File: src/rtl/spq_pkg.sv
// Shared types and constants of the sorted priority queue.
package spq_pkg;

  localparam int QUEUE_DEPTH_DEF = 16;
  localparam int KEY_W           = 16;
  localparam int PAY_W           = 16;
  localparam int OP_W            = 2;
  localparam int CNT_OUT_W       = 5;

  typedef logic [OP_W-1:0] op_t;

  localparam op_t OP_INSERT = 2'd0;
  localparam op_t OP_REMOVE = 2'd1;
  localparam op_t OP_CLEAR  = 2'd2;

  // Commands from the controller to the datapath.
  typedef struct packed {
    logic load;
    logic compare;
    logic update;
    logic report;
  } spq_cmd_t;

endpackage

File: src/rtl/sorted_priority_queue.sv
// Top level of the sorted priority queue.
//
// Bounded priority queue held as a row of QUEUE_DEPTH sorted cells. Pulse
// start with busy low to hand in one operation beat (insert, remove head,
// clear); an unused operation code changes nothing. Each cell compares its
// key with the new key in parallel, then all cells shift together. Each
// operation runs from the accepting edge to the result through the steps
// latch, compare, update and report, stepped by the controller
// state machine. The result beat appears on the out_ ports with out_valid
// high for one cycle only and cannot be stalled; capture it then. busy is
// already low during that cycle, so the next operation may start there.
// sort_descending is written through the cfg_ port (always ready) and
// must only change while the queue is idle; stored entries are not
// re-sorted. No clearing pass is needed after reset.
module sorted_priority_queue #(
  parameter int QUEUE_DEPTH = spq_pkg::QUEUE_DEPTH_DEF
) (
  input  logic                          clk,
  input  logic                          rst_n,
  input  logic                          start,
  output logic                          busy,
  input  spq_pkg::op_t                  in_operation,
  input  logic [spq_pkg::KEY_W-1:0]     in_key,
  input  logic [spq_pkg::PAY_W-1:0]     in_payload,
  output logic                          out_valid,
  output logic                          out_head_valid,
  output logic [spq_pkg::KEY_W-1:0]     out_head_key,
  output logic [spq_pkg::PAY_W-1:0]     out_head_payload,
  output logic [spq_pkg::CNT_OUT_W-1:0] out_entry_count,
  output logic                          out_insert_dropped,
  input  logic                          cfg_valid,
  output logic                          cfg_ready,
  input  logic                          cfg_sort_descending
);
  import spq_pkg::*;

  spq_cmd_t cmd;

  // Configuration is a single register: take every write beat at once.
  assign cfg_ready = 1'b1;

  // Sequence each operation beat.
  spq_ctrl u_ctrl (
    .clk       (clk),
    .rst_n     (rst_n),
    .start     (start),
    .busy      (busy),
    .out_valid (out_valid),
    .cmd       (cmd)
  );

  // Hold the sorted cells and build the result beat.
  spq_datapath #(
    .QUEUE_DEPTH (QUEUE_DEPTH)
  ) u_datapath (
    .clk                 (clk),
    .rst_n               (rst_n),
    .cmd                 (cmd),
    .in_operation        (in_operation),
    .in_key              (in_key),
    .in_payload          (in_payload),
    .cfg_valid           (cfg_valid && cfg_ready),
    .cfg_sort_descending (cfg_sort_descending),
    .out_head_valid      (out_head_valid),
    .out_head_key        (out_head_key),
    .out_head_payload    (out_head_payload),
    .out_entry_count     (out_entry_count),
    .out_insert_dropped  (out_insert_dropped)
  );

endmodule

File: src/rtl/spq_ctrl.sv
// Controller state machine of the sorted priority queue.
module spq_ctrl (
  input  logic             clk,
  input  logic             rst_n,
  input  logic             start,
  output logic             busy,
  output logic             out_valid,
  output spq_pkg::spq_cmd_t cmd
);
  import spq_pkg::*;

  typedef enum logic [1:0] {
    S_IDLE,
    S_CMP,
    S_UPD,
    S_RPT
  } state_t;

  state_t state_r;
  logic   busy_r;
  logic   out_valid_r;

  always_ff @(posedge clk) begin
    if (!rst_n) begin
      state_r     <= S_IDLE;
      busy_r      <= 1'b0;
      out_valid_r <= 1'b0;
    end else begin
      out_valid_r <= 1'b0;
      case (state_r)
        S_IDLE: begin
          if (start) begin
            state_r <= S_CMP;
            busy_r  <= 1'b1;
          end
        end
        S_CMP: begin
          state_r <= S_UPD;
        end
        S_UPD: begin
          state_r <= S_RPT;
        end
        S_RPT: begin
          state_r     <= S_IDLE;
          busy_r      <= 1'b0;
          out_valid_r <= 1'b1;
        end
        default: begin
          state_r <= S_IDLE;
          busy_r  <= 1'b0;
        end
      endcase
    end
  end

  always_comb begin
    cmd         = '0;
    cmd.load    = (state_r == S_IDLE) && start;
    cmd.compare = (state_r == S_CMP);
    cmd.update  = (state_r == S_UPD);
    cmd.report  = (state_r == S_RPT);
  end

  assign busy      = busy_r;
  assign out_valid = out_valid_r;

endmodule

File: src/rtl/spq_datapath.sv
// Entry cells, per-cell comparators and result registers of the queue.
module spq_datapath #(
  parameter int QUEUE_DEPTH = spq_pkg::QUEUE_DEPTH_DEF
) (
  input  logic                          clk,
  input  logic                          rst_n,
  input  spq_pkg::spq_cmd_t             cmd,
  input  spq_pkg::op_t                  in_operation,
  input  logic [spq_pkg::KEY_W-1:0]     in_key,
  input  logic [spq_pkg::PAY_W-1:0]     in_payload,
  input  logic                          cfg_valid,
  input  logic                          cfg_sort_descending,
  output logic                          out_head_valid,
  output logic [spq_pkg::KEY_W-1:0]     out_head_key,
  output logic [spq_pkg::PAY_W-1:0]     out_head_payload,
  output logic [spq_pkg::CNT_OUT_W-1:0] out_entry_count,
  output logic                          out_insert_dropped
);
  import spq_pkg::*;

  localparam int CW = $clog2(QUEUE_DEPTH + 1);
  localparam int LV = $clog2(QUEUE_DEPTH);

  logic                   desc_r;
  op_t                    op_r;
  logic [KEY_W-1:0]       new_key_r;
  logic [PAY_W-1:0]       new_pay_r;
  logic [CW-1:0]          count_r;
  logic [CW-1:0]          count_nxt;
  logic [QUEUE_DEPTH-1:0] before_r;
  logic [KEY_W-1:0]       key_r [QUEUE_DEPTH];
  logic [PAY_W-1:0]       pay_r [QUEUE_DEPTH];
  logic [QUEUE_DEPTH-1:0] pfx [LV+1];
  logic                   full;
  logic                   empty;
  logic                   dropped_r;
  logic                   head_valid_r;
  logic [KEY_W-1:0]       head_key_r;
  logic [PAY_W-1:0]       head_pay_r;
  logic [CW+CNT_OUT_W-1:0] count_ext;

  assign full  = (count_r == CW'(QUEUE_DEPTH));
  assign empty = (count_r == '0);

  // Sort order register.
  always_ff @(posedge clk) begin
    if (!rst_n) begin
      desc_r <= 1'b0;
    end else if (cfg_valid) begin
      desc_r <= cfg_sort_descending;
    end
  end

  // Latch the operation beat.
  always_ff @(posedge clk) begin
    if (cmd.load) begin
      op_r      <= in_operation;
      new_key_r <= in_key;
      new_pay_r <= in_payload;
    end
  end

  // Each cell checks whether its stored key orders strictly before the new key.
  always_ff @(posedge clk) begin
    if (cmd.compare) begin
      for (int i = 0; i < QUEUE_DEPTH; i++) begin
        before_r[i] <= (CW'(i) < count_r) &&
                       (desc_r ? (key_r[i] > new_key_r) : (key_r[i] < new_key_r));
      end
    end
  end

  // Parallel prefix OR: pfx[LV][i] is set from the insert slot onward.
  always_comb begin
    pfx[0] = ~before_r;
    for (int l = 0; l < LV; l++) begin
      for (int i = 0; i < QUEUE_DEPTH; i++) begin
        if (i >= (1 << l)) begin
          pfx[l+1][i] = pfx[l][i] | pfx[l][i - (1 << l)];
        end else begin
          pfx[l+1][i] = pfx[l][i];
        end
      end
    end
  end

  // Cell update: insert shifts toward the tail, remove shifts toward the head.
  always_ff @(posedge clk) begin
    if (cmd.update) begin
      if (op_r == OP_INSERT && !full) begin
        for (int i = 0; i < QUEUE_DEPTH; i++) begin
          if (pfx[LV][i]) begin
            if (i == 0) begin
              key_r[i] <= new_key_r;
              pay_r[i] <= new_pay_r;
            end else if (!pfx[LV][(i > 0) ? i - 1 : 0]) begin
              key_r[i] <= new_key_r;
              pay_r[i] <= new_pay_r;
            end else begin
              key_r[i] <= key_r[(i > 0) ? i - 1 : 0];
              pay_r[i] <= pay_r[(i > 0) ? i - 1 : 0];
            end
          end
        end
      end else if (op_r == OP_REMOVE && !empty) begin
        for (int i = 0; i < QUEUE_DEPTH - 1; i++) begin
          key_r[i] <= key_r[i + 1];
          pay_r[i] <= pay_r[i + 1];
        end
      end
    end
  end

  always_comb begin
    count_nxt = count_r;
    case (op_r)
      OP_INSERT: if (!full)  count_nxt = count_r + CW'(1);
      OP_REMOVE: if (!empty) count_nxt = count_r - CW'(1);
      OP_CLEAR:  count_nxt = '0;
      default:   count_nxt = count_r;
    endcase
  end

  always_ff @(posedge clk) begin
    if (!rst_n) begin
      count_r <= '0;
    end else if (cmd.update) begin
      count_r <= count_nxt;
    end
  end

  always_ff @(posedge clk) begin
    if (cmd.update) begin
      dropped_r <= (op_r == OP_INSERT) && full;
    end
  end

  // Result registers; an empty queue reports zeros.
  always_ff @(posedge clk) begin
    if (cmd.report) begin
      head_valid_r <= !empty;
      head_key_r   <= empty ? '0 : key_r[0];
      head_pay_r   <= empty ? '0 : pay_r[0];
    end
  end

  assign count_ext          = {{CNT_OUT_W{1'b0}}, count_r};
  assign out_head_valid     = head_valid_r;
  assign out_head_key       = head_key_r;
  assign out_head_payload   = head_pay_r;
  assign out_entry_count    = count_ext[CNT_OUT_W-1:0];
  assign out_insert_dropped = dropped_r;

endmodule

File: config.mk
export PLATFORM = sky130hd
export DESIGN_NAME = sorted_priority_queue
export DESIGN_NICKNAME = d
export VERILOG_FILES = /design/src/rtl/spq_pkg.sv /design/src/rtl/sorted_priority_queue.sv /design/src/rtl/spq_ctrl.sv /design/src/rtl/spq_datapath.sv
export SDC_FILE = /design/constraint.sdc
export NUM_CORES = 2
export LEC_CHECK = 0
export BUFFER_PORTS_ARGS = -buffer_cell sky130_fd_sc_hd__buf_2
export CORE_ASPECT_RATIO = 1.4
export CORE_MARGIN = 2
export CORE_UTILIZATION = 55
export DETAILED_ROUTE_END_ITERATION = 6
export PLACE_DENSITY = 0.74
export SYNTH_ARGS = -nofsm -noshare
export SYNTH_HDL_FRONTEND = slang
export SYNTH_SLANG_ARGS = --single-unit
File: constraint.sdc
create_clock -name clk -period 5.45 [get_ports clk]
set_input_delay 0.545 -clock clk [delete_from_list [all_inputs] [get_ports clk]]
set_output_delay 0.545 -clock clk [all_outputs]
set_load 0.1 [all_outputs]
==> flow_results.org <==
** GRT
- The first global-routing pass estimated 152.5 mm of wire.
- Total track usage :: 0.3011
- Pin count of the biggest net entering global routing :: 210
- The total overflow left after global routing is 0.
- Vias in the first global route :: 27620
- Antenna violations before repair :: 0

** Cells and area
- Most used cells in the layout excluding fill and tap cells :: nand2_1, edfxtp_1, ha_1, o21ai_0, o211ai_1
- In the final layout, the share of cells above drive strength 1 is 0.08839.
- The count of cells in the finished layout, fillers not included, comes to 4072.
- For this run, the post-layout net count is 3502.
- Compared with the post-synthesis result, the final layout area differs by 8.116%.
- Leaving out fill and tap cells, the most frequent cell in the layout is nand2_1.
- The number of antenna diodes in the final layout is 0.

** Setup path
- For the worst setup path, the data arrival time is 4310 ps.
- The number of buffers and inverters on the critical path is 1.
- The worst setup path is launched from a flop.
- Cell breakdown of the critical path :: inv_1, ha_1, nand4bb_1, nand3_2, nor2_1, nand2_1, o221ai_1
- The setup path with the least slack is of type flop to flop.
- Among cell families on the critical path, the largest total delay comes from simple AND/OR/NAND/NOR gates.
- For the worst setup path, the data required time is 5880 ps.
- Highest-delay cell along the critical path :: nand2_1
- Worst reg-to-reg setup slack :: 1570 ps
- On the worst path, the slowest cell contributes a delay of 790 ps.
- Kind of capture point of the worst setup path :: flop
- Worst-path fanout max :: 32

** Synth
- Number of synthesized register bits :: 606
- Mapped Cells :: 3249
- Average size of a mapped cell :: 10.65 um2
- Number of nets produced by synthesis :: 3555
- In this run, synthesis inferred 596 flip-flops with an integrated enable.
- For this run, the leading register cell type out of synthesis is edfxtp_1.
- Post-synth design cell area :: 34610 um2
- Of the synthesized area, sequential elements account for 0.5229.
- Netlist cell types :: 61
- For this run, the number of Yosys warnings is 0.
- In the synthesized netlist the async set-or-reset flop fraction comes to 0.

** Route
- For this block, the routed nets add up to 98.74 mm of wire.
- Summing over every cut layer, the via total after detailed routing is 26800.
- Number of detailed-routing iterations run before antenna repair :: 6
- Using the TritonRoute via totals, the vias-per-cell ratio works out to 6.580.
- In the routed design, unresolved DRC markers number 0.
- Number of antenna-violating nets in the routed design :: 0
- For this block, the initial DRC count from the detailed router was 2610.
- Dividing the detail-routed wire length by the instance count gives 24.25 um.

** STA
- Period utilisation layout :: 0.7113
- Remaining max-slew budget at the tightest pin :: 0.08648
- RSZ-0062 raised after global routing :: false
- Once routing completed, OpenROAD measured the worst setup slack at 1574 ps.
- Number of endpoints failing setup at the final stage :: 0
- The count of final hold-check violations came to 0.
- Counting I/O delays and the setup requirement, the final critical path takes 3877 ps.
- Sum of negative setup slack :: 0 ps
- Skew final :: 26.09 ps
- For the pin with the worst max-slew slack, the measured transition is 1365 ps.
- Highest attainable clock frequency :: 258.0 MHz
- Final-report max-slew violation count :: 0
- Tightest hold margin :: 62.74 ps

** Pwr
- Power density over cell area :: 397.3 nW/um2
- Across the VDD grid, the largest voltage drop is 0.2891 mV.
- Summing internal, switching and leakage power gives 0.01487 W.
- Pleak :: 13.50 nW

** Floorplanning
- The total area inside the core boundary comes to 62160 um2.
- In this run the core area contains 108 standard-cell rows.
- The floorplan step set the die height to 300.8 um.
- Horizontal extent of the die :: 216.0 um
- The die covers 64980 um2.
- Count of pins on the block boundary :: 81
- Initial core utilization :: 0.5568

** Place
- In this run, placement finished with an instance count of 3958.
- The congestion estimate from routability-driven global placement came to 0.9360.
- Detailed placer's ending HPWL :: 70.38 mm
- Post-place setup slack :: 1653 ps
- Port bufs :: 79

** Min path
- Worst hold path class :: input port to flop

** Clock tree
- Hold buffer count at CTS :: 0
- The later pin in the worst-skew pair is clocked with a latency of 660 ps.
- After clock tree synthesis, the repair step resized 0 gates.
- Clock root cell :: clkbuf_16
- Clock Pin Slew Worst Setup and Hold Paths :: 60 ps
- Max H-tree Level :: 2
- Buffer levels on the longest clock path :: 3
- Counting the buffers created by CTS gives 61.
- The clock net in this run drives a total of 606 sinks.
- TritonCTS built the clock tree.
- After clock tree synthesis, the setup repair step added 0 buffers.

** Run status
- Outcome :: finished, final reports clean

** Flow run
- Max cap viols :: 0
-- power breakdown --
| group | switching, W | total [W] | internal (W) |
|---|---|---|---|
| registers | 0.000616 | 0.00668 | 0.00606 |
| clock network | 0.00188 | 0.00420 | 0.00231 |
| logic | 0.00266 | 0.00399 | 0.00133 |
| total | 0.00516 | 0.0149 | 0.00971 |
-- flip-flops by register name, summed over array words and instances (netlist names), 2 cells and up --
signal / flops
u_datapath.new_pay_r: 16
u_datapath.key_r: 256
u_datapath.op_r: 2
u_datapath.out_head_payload: 16
u_datapath.out_entry_count: 5
u_ctrl.state_r: 2
u_datapath.pay_r: 256
u_datapath.out_head_key: 16
u_datapath.new_key_r: 16
u_datapath.before_r: 16
-- metrics by stage --
step / cell area, um2 / utilization
2_1_floorplan: 34610 / -
3_3_place_gp: 35480 / 0.5708
3_5_place_dp: 35480 / 0.5708
4_1_cts: 37420 / 0.6020
5_1_grt: 37420 / 0.6020
6_report: 37420 / 0.6020
-- worst register-to-register path, delay by kind of cell, from the launching register on --
kind	cells	cell delay [ps]
simple gates	4	2060
flops	1	580
compound gates	1	560
fa+ha+maj	1	250
buf+inv	1	230
-- cell usage after synthesis (5+ instances only) --
cell	number	area (um2)
nor2b_1	51	319.1
clkbuf_1	136	510.5
a31oi_1	32	200.2
or3_1	16	100.1
nor4b_1	13	113.9
buf_2	81	405.4
o211ai_1	164	1231
mux2i_1	112	1121
nand2b_1	27	168.9
a21o_1	31	232.7
buf_1	9	33.78
edfxtp_1	596	17900
mux2_4	28	420.4
a21oi_1	153	765.7
a211oi_1	15	112.6
dfxtp_1	10	200.2
nand4_1	66	412.9
o21ai_0	204	1021
inv_1	59	221.5
o221ai_1	40	350.3
o221a_2	16	180.2
buf_6	6	67.56
a221o_1	33	330.3
or2_2	5	31.28
and3_1	5	31.28
mux2_2	6	67.56
nand2_1	708	2658
o41a_1	32	360.4
ha_1	267	3341
nor2_1	92	345.3
and2_1	35	219.0
nand3_1	148	740.7
-- cells by family after synthesis --
| kind of cell | Yosys count | synth area share |
|---|---|---|
| multiplexers | 146 | 0.04649 |
| flip-flops | 606 | 0.5229 |
| other | 1 | 0.0001084 |
| adder cells (fa/ha/maj) | 267 | 0.09653 |
| AO/OA/AOI/OAI | 746 | 0.1440 |
| XOR/XNOR | 1 | 0.0002531 |
| AND/OR/NAND/NOR | 1186 | 0.1529 |
| buffers and inverters | 296 | 0.03680 |
-- metal layers --
| layer | routed length (um) | up-vias | share of wire | GRT usage |
|---|---|---|---|---|
| li1 | - | 12070 | - | - |
| met1 | 36630 | 13170 | 0.37 | 0.3468 |
| met2 | 49960 | 1181 | 0.51 | 0.5335 |
| met3 | 5263 | 377 | 0.053 | 0.03414 |
| met4 | 6890 | 0 | 0.070 | 0.1926 |
| met5 | 0 | - | 0 | 0 |
-- path summary, 6_finish.rpt --
path / endpoint / startpoint / cells after the start
setup / recovery: u_datapath.key_r[0][233] / u_datapath.out_entry_count[1] / 7
hold / removal: u_datapath.new_key_r[4] / in_key[4] / 1
setup reg to reg: u_datapath.key_r[0][233] / u_datapath.out_entry_count[1] / 7
hold reg to reg: u_ctrl.busy / u_ctrl.busy / 2
-- final cells by class --
cell class	count	area, um2
clock buffer	85	1657
clock inverter	29	279.0
fill	5140	24740
inverter	59	221.5
multi-input combinational	2347	15380
sequential	606	18100
tap	825	1032
timing repair buffer	121	748.2
(Power assumes the default switching activity.)
